<file path="config.mk">
export PLATFORM = sky130hd
export DESIGN_NAME = ascii_decimal_command_parser_core
export DESIGN_NICKNAME = d
export VERILOG_FILES = /design/src/rtl/core/adcp_pkg.sv /design/src/rtl/core/adcp_step.sv /design/src/rtl/core/ascii_decimal_command_parser_core.sv
export SDC_FILE = /design/constraint.sdc
export NUM_CORES = 1
export LEC_CHECK = 0
export ABC_AREA = 1
export BUFFER_PORTS_ARGS = -buffer_cell sky130_fd_sc_hd__buf_2
export CAP_MARGIN = 20
export CORE_MARGIN = 3
export CORE_UTILIZATION = 63
export CTS_CLUSTER_DIAMETER = 150
export DETAILED_ROUTE_END_ITERATION = 12
export HOLD_SLACK_MARGIN = 0.15
export PLACE_DENSITY = 0.86
export SLEW_MARGIN = 20
export SYNTH_ARGS = -nofsm -noshare
export SYNTH_HDL_FRONTEND = slang
export SYNTH_SLANG_ARGS = --single-unit
export TNS_END_PERCENT = 30
</file>
<file path="constraint.sdc">
create_clock -name clk -period 11.6 [get_ports clk]
set_input_delay 1.74 -clock clk [delete_from_list [all_inputs] [get_ports clk]]
set_output_delay 1.74 -clock clk [all_outputs]
set_load 0.02 [all_outputs]
</file>
<file path="src/rtl/core/adcp_pkg.sv">
// Shared types, character codes and helpers for the ASCII decimal command parser.
// No dependencies; used by adcp_step and ascii_decimal_command_parser_core.
package adcp_pkg;

  localparam int unsigned BYTE_W  = 8;
  localparam int unsigned ACC_W   = 19;  // four folded digits, each -48..207
  localparam int unsigned WIN_W   = 24;  // last three region bytes
  localparam int unsigned CNT_W   = 4;
  localparam int unsigned VALUE_W = 26;
  localparam int unsigned DIGIT_W = 9;

  localparam logic [BYTE_W-1:0] CH_EQUALS = 8'h3D;  // '='
  localparam logic [BYTE_W-1:0] CH_END    = 8'h40;  // '@'
  localparam logic [BYTE_W-1:0] CH_MINUS  = 8'h2D;  // '-'

  localparam logic [CNT_W-1:0] CNT_FOLD_MIN = 4'd3;
  localparam logic [CNT_W-1:0] LEN_MIN      = 4'd4;
  localparam logic [CNT_W-1:0] LEN_MAX      = 4'd7;
  localparam logic [CNT_W-1:0] CNT_MAX      = 4'd8;

  localparam logic signed [DIGIT_W-1:0] DIGIT_BASE = 9'sd48;

  // Per-message parse state.
  typedef struct packed {
    logic signed [ACC_W-1:0] acc;
    logic [WIN_W-1:0]        window;
    logic [CNT_W-1:0]        count;
    logic                    neg;
  } adcp_state_t;

  // Result of one byte: fire marks an end-of-message byte.
  typedef struct packed {
    logic                      fire;
    logic signed [VALUE_W-1:0] value;
    logic                      len_ok;
  } adcp_result_t;

  // Byte minus '0', no range check.
  function automatic logic signed [DIGIT_W-1:0] digit_of(input logic [BYTE_W-1:0] b);
    return $signed({1'b0, b}) - DIGIT_BASE;
  endfunction

endpackage

</file>
<file path="src/rtl/core/adcp_step.sv">
// Next-state and result logic for one received byte of the command parser.
// Depends on adcp_pkg.
module adcp_step (
  input  logic [adcp_pkg::BYTE_W-1:0] rx_byte,
  input  adcp_pkg::adcp_state_t       state_cur,
  output adcp_pkg::adcp_state_t       state_nxt,
  output adcp_pkg::adcp_result_t      result
);

  logic signed [adcp_pkg::DIGIT_W-1:0] d_head;
  logic signed [adcp_pkg::DIGIT_W-1:0] d_tenths;
  logic signed [adcp_pkg::DIGIT_W-1:0] d_hund;
  logic signed [adcp_pkg::ACC_W-1:0]   acc_fold;
  logic signed [adcp_pkg::VALUE_W-1:0] mag;
  logic                                len_ok;
  adcp_pkg::adcp_state_t               cleared;

  assign d_head   = adcp_pkg::digit_of(state_cur.window[23:16]);
  assign d_tenths = adcp_pkg::digit_of(state_cur.window[15:8]);
  assign d_hund   = adcp_pkg::digit_of(state_cur.window[7:0]);

  // acc*10 + oldest window digit
  assign acc_fold = state_cur.acc * 19'sd10
                  + adcp_pkg::ACC_W'(d_head);

  // Constant multiplies only: acc*100 + tenths*10 + hundredths.
  assign mag = adcp_pkg::VALUE_W'(state_cur.acc) * 26'sd100
             + adcp_pkg::VALUE_W'(d_tenths) * 26'sd10
             + adcp_pkg::VALUE_W'(d_hund);

  assign len_ok = (state_cur.count >= adcp_pkg::LEN_MIN) &&
                  (state_cur.count <= adcp_pkg::LEN_MAX);

  assign cleared = '{acc: '0, window: '0, count: '0, neg: 1'b0};

  always_comb begin
    state_nxt     = state_cur;
    result.fire   = 1'b0;
    result.len_ok = 1'b0;
    result.value  = '0;
    if (rx_byte == adcp_pkg::CH_END) begin
      result.fire   = 1'b1;
      result.len_ok = len_ok;
      if (len_ok) begin
        result.value = state_cur.neg ? -mag : mag;
      end
      state_nxt = cleared;
    end else if (rx_byte == adcp_pkg::CH_EQUALS) begin
      state_nxt = cleared;
    end else if (rx_byte == adcp_pkg::CH_MINUS && state_cur.count == '0 && !state_cur.neg) begin
      state_nxt.neg = 1'b1;
    end else begin
      if (state_cur.count >= adcp_pkg::CNT_FOLD_MIN && state_cur.count < adcp_pkg::LEN_MAX) begin
        state_nxt.acc = acc_fold;
      end
      state_nxt.window = {state_cur.window[15:0], rx_byte};
      if (state_cur.count < adcp_pkg::CNT_MAX) begin
        state_nxt.count = state_cur.count + 4'd1;
      end
    end
  end

endmodule

</file>
<file path="src/rtl/core/ascii_decimal_command_parser_core.sv">
// Top level of the ASCII decimal command parser: stream ports, input and result registers.
// Depends on adcp_pkg and adcp_step.
//
// Parses a byte stream of messages "name=value@" and emits, for each '@', one
// request holding the value in signed hundredths. A message starts after reset
// or the previous '@'; each '=' restarts the value region. A leading '-' in the
// region makes the value negative. A region of 4 to 7 characters is valid: the
// last two are tenths and hundredths, the third-last is the point (not checked),
// the rest are integer digits; every digit is byte minus '0' with no check.
// Other lengths give value 0 with length_ok low. Bytes other than '@' produce no
// output. Throughput is one byte per clock while no '@' stalls: each byte is held
// in the input register, and the parse state and the result register are updated
// as it leaves it, so a result is valid in the result register once its '@' has
// left the input register. The only stall source is the result register: a '@'
// waits in the input register while an earlier result is not yet taken; all other
// bytes pass regardless.
module ascii_decimal_command_parser_core (
  input  logic        clk,
  input  logic        rst_n,
  // input stream
  input  logic        in_tvalid,
  output logic        in_tready,
  input  logic [7:0]  in_tdata,   // [7:0] rx_byte
  // result stream
  output logic        out_tvalid,
  input  logic        out_tready,
  output logic [31:0] out_tdata,  // [25:0] value_hundredths, [31:26] zero
  output logic        out_tuser   // [0] length_ok
);

  // input register
  logic                          s1_valid_r;
  logic                          s1_valid_nxt;
  logic [adcp_pkg::BYTE_W-1:0]   s1_byte_r;

  // parse state
  adcp_pkg::adcp_state_t         state_r;
  adcp_pkg::adcp_state_t         state_nxt;
  adcp_pkg::adcp_state_t         step_state;
  adcp_pkg::adcp_result_t        step_res;

  // result register
  logic                          out_valid_r;
  logic                          out_valid_nxt;
  logic signed [adcp_pkg::VALUE_W-1:0] out_value_r;
  logic                          out_ok_r;

  logic out_free;
  logic s1_go;
  logic in_acc;
  logic res_load;

  adcp_step u_step (
    .rx_byte   (s1_byte_r),
    .state_cur (state_r),
    .state_nxt (step_state),
    .result    (step_res)
  );

  assign out_free = !out_valid_r || out_tready;
  // Non-terminating bytes never need the result register.
  assign s1_go    = s1_valid_r && (!step_res.fire || out_free);
  assign in_tready = !s1_valid_r || s1_go;
  assign in_acc   = in_tvalid && in_tready;
  assign res_load = s1_go && step_res.fire;

  assign s1_valid_nxt  = in_acc ? 1'b1 : (s1_go ? 1'b0 : s1_valid_r);
  assign state_nxt     = s1_go ? step_state : state_r;
  assign out_valid_nxt = res_load ? 1'b1 : (out_tready ? 1'b0 : out_valid_r);

  always_ff @(posedge clk) begin
    if (!rst_n) begin
      s1_valid_r  <= 1'b0;
      out_valid_r <= 1'b0;
      state_r     <= '{acc: '0, window: '0, count: '0, neg: 1'b0};
    end else begin
      s1_valid_r  <= s1_valid_nxt;
      out_valid_r <= out_valid_nxt;
      state_r     <= state_nxt;
    end
  end

  // payload, no reset
  always_ff @(posedge clk) begin
    if (in_acc) begin
      s1_byte_r <= in_tdata;
    end
    if (res_load) begin
      out_value_r <= step_res.value;
      out_ok_r    <= step_res.len_ok;
    end
  end

  assign out_tvalid = out_valid_r;
  assign out_tdata  = {6'd0, out_value_r};
  assign out_tuser  = out_ok_r;

`ifndef SYNTHESIS
  // An invalid length always reports zero.
  a_bad_len_zero: assert property (@(posedge clk) disable iff (!rst_n)
    (out_tvalid && !out_tuser) |-> (out_tdata[25:0] == '0))
    else $error("nonzero value with length_ok low");

  // Character count saturates.
  a_count_sat: assert property (@(posedge clk) disable iff (!rst_n)
    state_r.count <= adcp_pkg::CNT_MAX)
    else $error("region count beyond saturation");

  // A consumed '@' or '=' clears the region.
  a_clear: assert property (@(posedge clk) disable iff (!rst_n)
    (s1_go && (s1_byte_r == adcp_pkg::CH_END || s1_byte_r == adcp_pkg::CH_EQUALS))
      |=> (state_r.count == '0 && state_r.acc == '0 && !state_r.neg))
    else $error("region not cleared after delimiter");

  // An empty region holds no data; nothing is folded before three characters are held.
  a_empty_acc: assert property (@(posedge clk) disable iff (!rst_n)
    (state_r.count == '0) |-> (state_r.acc == '0 && state_r.window == '0))
    else $error("empty region holds data");
`endif

endmodule
</file>
==> report_table.html, run 1 <==
<table>
<tr><th>Metric</th><th>Value</th></tr>
<tr><th colspan="2">Global routing</th></tr>
<tr><td>Number of antenna violations at the first check in global routing</td><td>0</td></tr>
<tr><td>Overflow left after global routing</td><td>0</td></tr>
<tr><td>Total GRT Usage</td><td>26.35%</td></tr>
<tr><td>Largest net degree at the start of global routing</td><td>43</td></tr>
<tr><td>Via count of the first global-routing pass</td><td>8826</td></tr>
<tr><td>Global-route wire length before repair</td><td>39330 µm</td></tr>
<tr><th colspan="2">CTS</th></tr>
<tr><td>Hold buffers post-CTS</td><td>0</td></tr>
<tr><td>Clock tree from TritonCTS</td><td>done</td></tr>
<tr><td>Insertion delay to the later sink of the worst-skew pair</td><td>0.36 ns</td></tr>
<tr><td>Largest buffer count on any clock path</td><td>2</td></tr>
<tr><td>Number of buffers inserted by post-CTS setup repair</td><td>0</td></tr>
<tr><td>Post-CTS sizing</td><td>0</td></tr>
<tr><td>Clock root buffer</td><td>clkbuf_16</td></tr>
<tr><td>CTS clock-pin slew for the worst setup and hold paths</td><td>0.07 ns</td></tr>
<tr><td>Number of clock sinks seen by CTS</td><td>85</td></tr>
<tr><td>Cts bufs inserted</td><td>9</td></tr>
<tr><td>H-tree depth reported by CTS</td><td>3</td></tr>
<tr><th colspan="2">Place</th></tr>
<tr><td>Final RePlAce weighted congestion</td><td>about 0.92</td></tr>
<tr><td>Placement-stage cell area</td><td>0.01041 mm²</td></tr>
<tr><td>IO Port Bufs</td><td>40</td></tr>
<tr><td>Number of cells after detailed placement</td><td>1615</td></tr>
<tr><td>Pre-CTS WS</td><td>5.944 ns</td></tr>
<tr><td>Post-DP HPWL</td><td>17940 µm</td></tr>
<tr><th colspan="2">Worst setup path</th></tr>
<tr><td>Critical path's most frequent cell</td><td>nand2_1</td></tr>
<tr><td>Element type at the critical path start</td><td>register</td></tr>
<tr><td>CP Capture Type</td><td>register</td></tr>
<tr><td>WP data arrival</td><td>5.77 ns</td></tr>
<tr><td>Cell class contributing the biggest share of worst-path delay</td><td>simple AND/OR/NAND/NOR gates</td></tr>
<tr><td>CP bufs+invs</td><td>2</td></tr>
<tr><td>Worst Path Max Fanout</td><td>13</td></tr>
<tr><td>Cell at the slowest stage of the critical path</td><td>fa_1</td></tr>
<tr><td>Kind of critical path</td><td>reg -&gt; reg</td></tr>
<tr><td>Longest individual stage delay on the worst path</td><td>roughly 0.75 ns</td></tr>
<tr><td>Critical Path RT</td><td>11.71 ns</td></tr>
<tr><th colspan="2">Layout</th></tr>
<tr><td>Final core utilization</td><td>69.71%</td></tr>
<tr><td>Area taken by flip-flops and latches</td><td>0.002052 mm²</td></tr>
<tr><td>Most common library cell in the layout ignoring fill and taps</td><td>nand2_1</td></tr>
<tr><td>Ant. Diodes</td><td>0</td></tr>
<tr><td>Most used cells in the layout excluding fill and tap cells</td><td>346 x nand2_1, 193 x inv_1, 149 x ha_1, 140 x a21oi_1, 85 x nor2_1</td></tr>
<tr><td>Area used by multi-input combinational logic</td><td>0.007139 mm²</td></tr>
<tr><td>Number of fill cells in the layout</td><td>about 1200</td></tr>
<tr><td>Count of non-filler cells in the finished layout</td><td>1631</td></tr>
<tr><td>Final standard cell area without fillers</td><td>0.01072 mm²</td></tr>
<tr><td>Nets</td><td>between 1500 and 2000</td></tr>
<tr><td>Relative area change from synthesis to final layout</td><td>6.783%</td></tr>
<tr><td>Share of post-route cells with drive strength above 1</td><td>under 10%</td></tr>
<tr><th colspan="2">Logic synthesis</th></tr>
<tr><td>FF+latch count, synth</td><td>85</td></tr>
<tr><td>Leading register cell type out of synthesis</td><td>dfxtp_1</td></tr>
<tr><td>Cell count after synthesis</td><td>1379</td></tr>
<tr><td>Post-synthesis area per instance</td><td>7.277 µm²</td></tr>
<tr><td>Mapped Area</td><td>~0.010 mm²</td></tr>
<tr><td>Fraction of the yosys area taken by sequential cells</td><td>20.45%</td></tr>
<tr><td>Count of yosys warnings during synthesis</td><td>0</td></tr>
<tr><td>Async set or reset register ratio after synthesis</td><td>0%</td></tr>
<tr><td>Number of flops mapped to enable cells by yosys</td><td>35</td></tr>
<tr><td>Distinct cell type count of the synthesized netlist</td><td>49</td></tr>
<tr><th colspan="2">Drt</th></tr>
<tr><td>Antenna violation net count after detailed routing</td><td>0</td></tr>
<tr><td>Violation count after the first detailed-route iteration</td><td>683</td></tr>
<tr><td>Pre-Repair DR Iteration Count</td><td>7</td></tr>
<tr><td>Total number of vias</td><td>9091</td></tr>
<tr><td>Post-detailed-route via-to-cell ratio</td><td>roughly 5.6</td></tr>
<tr><td>DRC</td><td>0</td></tr>
<tr><td>Routed wire per std cell</td><td>around 14 µm</td></tr>
<tr><td>Sum of routed wire length over all layers</td><td>around 23000 µm</td></tr>
<tr><th colspan="2">Die</th></tr>
<tr><td>Core Rows</td><td>45</td></tr>
<tr><td>Die footprint</td><td>0.01748 mm²</td></tr>
<tr><td>Height of the die</td><td>132.2 µm</td></tr>
<tr><td>Width of the chip</td><td>132.2 µm</td></tr>
<tr><td>Starting density of the core</td><td>65.28%</td></tr>
<tr><td>Standard cell core area</td><td>about 0.015 mm²</td></tr>
<tr><td>I/O pin count</td><td>47</td></tr>
<tr><th colspan="2">Run</th></tr>
<tr><td>Max Cap Viol</td><td>0</td></tr>
<tr><th colspan="2">Timing</th></tr>
<tr><td>Number of failing hold endpoints at the final stage</td><td>0</td></tr>
<tr><td>Crit path setup slack, layout</td><td>a little under 6 ns</td></tr>
<tr><td>Final TNS setup</td><td>0 ns</td></tr>
<tr><td>Transition time at the pin with the least slew margin</td><td>1.003 ns</td></tr>
<tr><td>Slew headroom</td><td>33.07%</td></tr>
<tr><td>Top achievable clock speed</td><td>0.1768 GHz</td></tr>
<tr><td>RSZ-0062 raised after global routing</td><td>no</td></tr>
<tr><td>Part of the cycle the worst path needs</td><td>48.75%</td></tr>
<tr><td>Minimum clock period</td><td>5.655 ns</td></tr>
<tr><td>Final Max Tran Viols</td><td>0</td></tr>
<tr><td>Final setup skew</td><td>0.01156 ns</td></tr>
<tr><td>Number of setup violations in the final report</td><td>0</td></tr>
<tr><td>WHS</td><td>between 0.4 and 0.5 ns</td></tr>
<tr><th colspan="2">Min path</th></tr>
<tr><td>Class of the most critical hold timing path</td><td>reg -&gt; reg</td></tr>
<tr><th colspan="2">Power</th></tr>
<tr><td>Static leakage</td><td>5.751 nW</td></tr>
<tr><td>Total Power Consumption</td><td>1.264 mW</td></tr>
<tr><td>Maximum vdd ir drop</td><td>96.64 µV</td></tr>
<tr><td>Power density over the cells</td><td>around 120 mW/mm²</td></tr>
<tr><th colspan="2">Status</th></tr>
<tr><td>Status</td><td>complete, no violations</td></tr>
</table>
==> final timing paths <==
path	start	cells past startpoint	slack, ns	end
worst min-delay path	state_r[21]$_SDFFE_PN0P_	2	0.47	state_r[29]$_SDFFE_PN0P_
worst min register to register	state_r[21]$_SDFFE_PN0P_	2	0.47	state_r[29]$_SDFFE_PN0P_
worst max register to register	state_r[17]$_SDFFE_PN0P_	26	5.94	out_value_r[21]$_SDFFCE_PN0P_
worst max-delay path	state_r[17]$_SDFFE_PN0P_	26	5.94	out_value_r[21]$_SDFFCE_PN0P_
==> metal layers <==
metal / track usage (%) / part of all wire, %
met1: 34.58 / 44
met3: 3.893 / 6.1
met2: 45.61 / 48
met5: 0 / 0
met4: 7.102 / 1.8
==> registers in the layout (all words and copies together) (netlist names) <==
| register | count |
|---|---|
| out_tuser | 1 |
| out_tvalid | 1 |
| out_value_r | 26 |
| s1_byte_r | 8 |
| s1_valid_r | 1 |
| state_r | 48 |
==> cell usage after synthesis, types with 3 or more instances <==
library cell,count,share of area (%)
nor2_2,10,0.62
nand3_1,66,3.3
o21ai_1,9,0.45
clkbuf_1,10,0.37
a21o_1,6,0.45
o31ai_1,3,0.22
dfxtp_1,50,10
nand4_1,22,1.4
ha_1,149,19
fa_1,44,8.8
a21oi_1,140,7.0
a31oi_1,8,0.50
xor2_1,37,3.2
nand3_2,3,0.30
o21ai_0,43,2.1
a21oi_2,11,0.96
nand3b_1,6,0.45
inv_1,194,7.3
xnor2_1,18,1.6
nand2_2,24,1.5
o211ai_1,3,0.22
buf_4,7,0.52
inv_2,5,0.19
o21bai_1,5,0.37
nand2_1,347,13
edfxtp_1,35,10
nor2_1,85,3.2
nor3_1,11,0.55
==> power by group <==
part	switching, mW	internal, mW
Combinational	0.442	0.209
Clock	0.140	0.153
Sequential	0.00610	0.315
Total	0.588	0.676
==> final cells by class <==
cell class	count	area share, %
Clock buffer	9	2.102
Inverter	200	7.006
Clock inverter	7	0.7123
Timing Repair Buffer	41	1.938
Sequential cell	85	19.15
Multi-Input combinational cell	1078	66.63
Tap cell	211	2.464
==> cells by family (layout without fill, tap and decap cells) <==
kind of cell               count (synthesis)  in the layout  share of synthesized area [%]
and+or+nand+nor                          589            589                          25.76
adders and majority gates                193            193                          27.36
AOI/OAI and AO/OA                        235            235                          12.98
buffers and inverters                    221            257                          8.616
xor gates and xnor gates                  55             55                          4.800
DFF                                       85             85                          20.45
other                                      1              6                        0.03737
==> worst register-to-register path: cells and delay by family, from the launching register on <==
kind	cells	cell delay, ns
compound gates	1	0.19
fa+ha+maj	5	2.03
buf+inv	2	0.11
flops	1	0.34
simple gates	18	2.75
No activity file was read; power rests on OpenSTA's default activity.
==> inputs of run 2 (changes only) <==
clock period = 5.58 ns   (was 11.6 ns; I/O delays follow)
==> run 2 against run 1 <==
Critical path depth unchanged; utilization increased by 1.4 points; non-clock buffer count increased by 8; power increased by 110%; setup slack got worse by 5.7 ns; largest cell class unchanged.
==> report_table.html, run 2 (synthesis results as in run 1) <==
<table>
<tr><th>Metric</th><th>Value</th></tr>
<tr><th colspan="2">Status</th></tr>
<tr><td>Status</td><td>complete, no violations</td></tr>
<tr><th colspan="2">Power</th></tr>
<tr><td>Maximum vdd ir drop</td><td>197.8 µV (+100%)</td></tr>
<tr><td>Proportion of power drawn by the clock network</td><td>23.3% (+0.2 points)</td></tr>
<tr><td>Static leakage</td><td>5.787 nW (+0.63%)</td></tr>
<tr><td>Internal power consumption</td><td>1.463 mW (+120%)</td></tr>
<tr><td>Total Power Consumption</td><td>2.682 mW (+110%)</td></tr>
<tr><td>Reported net switching power</td><td>1.220 mW (+110%)</td></tr>
<tr><td>Power density over the cells</td><td>245.2 mW/mm² (+110%)</td></tr>
<tr><td>Switching part of the total</td><td>45.47% (-1.0 points)</td></tr>
<tr><td>Combinational Power Share</td><td>51.8% (+0.3 points)</td></tr>
<tr><td>Register share of total power</td><td>24.9% (-0.5 points)</td></tr>
<tr><th colspan="2">Global routing</th></tr>
<tr><td>Largest net degree at the start of global routing</td><td>43 (unchanged)</td></tr>
<tr><td>Number of antenna violations at the first check in global routing</td><td>0 (unchanged)</td></tr>
<tr><td>Via count of the first global-routing pass</td><td>8758 (-0.77%)</td></tr>
<tr><td>Total GRT Usage</td><td>26.25% (-0.093 points)</td></tr>
<tr><td>Global-route wire length before repair</td><td>39030 µm (-0.76%)</td></tr>
<tr><td>Overflow left after global routing</td><td>0 (unchanged)</td></tr>
<tr><th colspan="2">Timing</th></tr>
<tr><td>Transition time at the pin with the least slew margin</td><td>1.042 ns (+0.03962 ns)</td></tr>
<tr><td>Final Max Tran Viols</td><td>0 (unchanged)</td></tr>
<tr><td>Minimum clock period</td><td>5.318 ns (-0.3372 ns)</td></tr>
<tr><td>Top achievable clock speed</td><td>0.1880 GHz (+6.3%)</td></tr>
<tr><td>Slew headroom</td><td>30.42% (-2.6 points)</td></tr>
<tr><td>Number of setup violations in the final report</td><td>0 (unchanged)</td></tr>
<tr><td>Final setup skew</td><td>0.01345 ns (+0.001890 ns)</td></tr>
<tr><td>Part of the cycle the worst path needs</td><td>95.31% (+47 points)</td></tr>
<tr><td>Number of failing hold endpoints at the final stage</td><td>0 (unchanged)</td></tr>
<tr><td>WHS</td><td>0.4915 ns (+0.02438 ns)</td></tr>
<tr><th colspan="2">Place</th></tr>
<tr><td>Final RePlAce weighted congestion</td><td>0.8956 (-2.9%)</td></tr>
<tr><td>Post-DP HPWL</td><td>18040 µm (+0.57%)</td></tr>
<tr><td>IO Port Bufs</td><td>40 (unchanged)</td></tr>
<tr><th colspan="2">Drt</th></tr>
<tr><td>Routed wire per std cell</td><td>14.21 µm (+3.0%)</td></tr>
<tr><td>DRC</td><td>0 (unchanged)</td></tr>
<tr><td>Total number of vias</td><td>9145 (+0.59%)</td></tr>
<tr><td>Violation count after the first detailed-route iteration</td><td>670 (-1.9%)</td></tr>
<tr><td>Antenna violation net count after detailed routing</td><td>0 (unchanged)</td></tr>
<tr><td>Pre-Repair DR Iteration Count</td><td>5 (-2)</td></tr>
<tr><td>Sum of routed wire length over all layers</td><td>23300 µm (+3.5%)</td></tr>
<tr><td>Post-detailed-route via-to-cell ratio</td><td>5.580 (+0.10%)</td></tr>
<tr><th colspan="2">CTS</th></tr>
<tr><td>Number of clock sinks seen by CTS</td><td>85 (unchanged)</td></tr>
<tr><td>Insertion delay to the later sink of the worst-skew pair</td><td>0.36 ns (about the same)</td></tr>
<tr><td>Cts bufs inserted</td><td>9 (unchanged)</td></tr>
<tr><td>Clock tree from TritonCTS</td><td>done</td></tr>
<tr><td>CTS clock-pin slew for the worst setup and hold paths</td><td>0.07 ns (about the same)</td></tr>
<tr><td>H-tree depth reported by CTS</td><td>3 (unchanged)</td></tr>
<tr><td>Clock root buffer</td><td>clkbuf_16</td></tr>
<tr><td>Largest buffer count on any clock path</td><td>2 (unchanged)</td></tr>
<tr><th colspan="2">Worst setup path</th></tr>
<tr><td>Cell class contributing the biggest share of worst-path delay</td><td>adder cells</td></tr>
<tr><td>Worst Path Max Fanout</td><td>6 (-7)</td></tr>
<tr><td>Critical Path RT</td><td>5.69 ns (-6.02 ns)</td></tr>
<tr><td>Launch instance of the worst register-to-register path</td><td>state_r[35]$_SDFFE_PN0P_</td></tr>
<tr><td>CP Capture Type</td><td>register</td></tr>
<tr><td>Longest individual stage delay on the worst path</td><td>0.51 ns (-0.24 ns)</td></tr>
<tr><td>Start point of the critical path</td><td>state_r[35]$_SDFFE_PN0P_</td></tr>
<tr><td>Kind of critical path</td><td>reg -&gt; reg</td></tr>
<tr><td>Cell at the slowest stage of the critical path</td><td>fa_1</td></tr>
<tr><td>Critical path's most frequent cell</td><td>nand2_1</td></tr>
<tr><td>WP data arrival</td><td>5.43 ns (-0.34 ns)</td></tr>
<tr><td>Element type at the critical path start</td><td>register</td></tr>
<tr><td>CP bufs+invs</td><td>3 (+1)</td></tr>
<tr><th colspan="2">Die</th></tr>
<tr><td>Die footprint</td><td>0.01748 mm² (unchanged)</td></tr>
<tr><td>Starting density of the core</td><td>65.28% (unchanged)</td></tr>
<tr><td>I/O pin count</td><td>47 (unchanged)</td></tr>
<tr><td>Height of the die</td><td>132.2 µm (unchanged)</td></tr>
<tr><td>Core Rows</td><td>45 (unchanged)</td></tr>
<tr><td>Standard cell core area</td><td>0.01537 mm² (unchanged)</td></tr>
<tr><td>Width of the chip</td><td>132.2 µm (unchanged)</td></tr>
<tr><th colspan="2">Layout</th></tr>
<tr><td>Largest registers</td><td>state_r (48), out_value_r (26), s1_byte_r (8)</td></tr>
<tr><td>Flip-flop count of the largest register, all copies and words added</td><td>48 (unchanged)</td></tr>
<tr><td>Ant. Diodes</td><td>0 (unchanged)</td></tr>
<tr><td>Share of post-route cells with drive strength above 1</td><td>12.04% (+3.3 points)</td></tr>
<tr><td>Register with the most flip-flops</td><td>state_r</td></tr>
<tr><td>Relative area change from synthesis to final layout</td><td>9.003%</td></tr>
<tr><td>Area taken by flip-flops and latches</td><td>0.002064 mm² (+0.61%)</td></tr>
<tr><td>Most used cells in the layout excluding fill and tap cells</td><td>345 x nand2_1, 193 x inv_1, 137 x ha_1, 135 x a21oi_1, 80 x nor2_1</td></tr>
<tr><td>Most common library cell in the layout ignoring fill and taps</td><td>nand2_1</td></tr>
<tr><td>Number of fill cells in the layout</td><td>1238 (+0.57%)</td></tr>
<tr><td>Nets</td><td>1628 (+0.49%)</td></tr>
<tr><td>Area used by multi-input combinational logic</td><td>0.007278 mm² (+1.9%)</td></tr>
<tr><th colspan="2">Min path</th></tr>
<tr><td>Launch point of the worst hold path</td><td>state_r[24]$_SDFFE_PN0P_</td></tr>
<tr><td>Class of the most critical hold timing path</td><td>reg -&gt; reg</td></tr>
<tr><th colspan="2">Run</th></tr>
<tr><td>Max Cap Viol</td><td>0 (unchanged)</td></tr>
</table>
==> run 2: cell types whose count changed in the layout (fill, tap and decap cells not counted), moves of 3 or more <==
cell	change
clkinv_4	-3
a21oi_1	-5
dfxtp_2	+10
dfxtp_1	-10
a21oi_2	+5
ha_1	-12
ha_2	+9
nor2_1	-5
buf_4	+8
ha_4	+3
nor2_2	+5
==> run 2: power groups by stage <==
stage	sequential, mW	clock [mW]	combinational, mW
floorplan	0.677	0	1.06
global placement	0.680	0	1.29
CTS	0.667	0.630	1.33
global route	0.668	0.654	1.60
detailed placement	0.681	0	1.32
finish	0.667	0.624	1.39
==> run 2: worst paths after layout <==
path,to,slack (ns),cells after the start
max,out_value_r[23]$_SDFFCE_PN0P_,0.26,26
min,state_r[24]$_SDFFE_PN0P_,0.49,2
max reg2reg,out_value_r[23]$_SDFFCE_PN0P_,0.26,26
min reg2reg,state_r[24]$_SDFFE_PN0P_,0.49,2
==> run 2: through the flow <==
stage / util [%] / TNS [ns] / cell area (µm²) / setup slack (ns) / std cells
floorplan: - / 0 / 10050 / 0.6456 / 1384
global placement: 68.03 / 0 / 10460 / 0.1779 / 1621
detailed placement: 68.03 / 0 / 10460 / 0.02055 / 1621
CTS: 70.10 / 0 / 10780 / 0.03187 / 1637
global route: 71.16 / -0.09497 / 10940 / -0.03499 / 1639
finish: 71.16 / 0 / 10940 / 0.2618 / 1639
==> run 2: per-layer routing <==
metal	part of all wire, %	global-route usage, %	wire [µm]
met5	0	0	0
met3	4.8	3.931	1125
met4	1.4	7.044	332
met1	44	33.53	10220
met2	50	46.52	11620
==> run 2: repair_timing <==
item                       4_1_cts  5_1_grt
hold buffers                     0        0
resized for setup                1       46
setup endpoints to repair        3       10
pin swaps                        0        1
buffers inserted                 0        2
cloned                           0        0
==> run 2: layout make-up <==
class                   count  share of cell area (%)
inverters                 200                   6.863
repair buffers             49                   2.448
clock buffers              10                   2.288
multi-input cells        1078                   66.54
well taps                 211                   2.414
flip-flops and latches     85                   18.87
clock inverters             6                  0.5720
==> run 2: worst register-to-register path, cell delays in order (launching register included) <==
cell and delay (ns):
dfxtp_1 0.41, ha_1 0.30, fa_1 0.51, ha_1 0.32, ha_2 0.33, a21oi_1 0.18, nand2_1 0.11, nand2_1 0.07
o211ai_1 0.12, a31oi_2 0.23, buf_4 0.16, o21ai_0 0.08, xnor2_1 0.15, fa_1 0.48, inv_1 0.04, ha_2 0.36
nand4_1 0.16, nor2_2 0.14, nand4_1 0.16, nand3_2 0.13, nand2_1 0.05, nand2_1 0.11, inv_1 0.09, nand3_1 0.08
nand2_1 0.09, a21oi_2 0.17, nor2_1 0.05
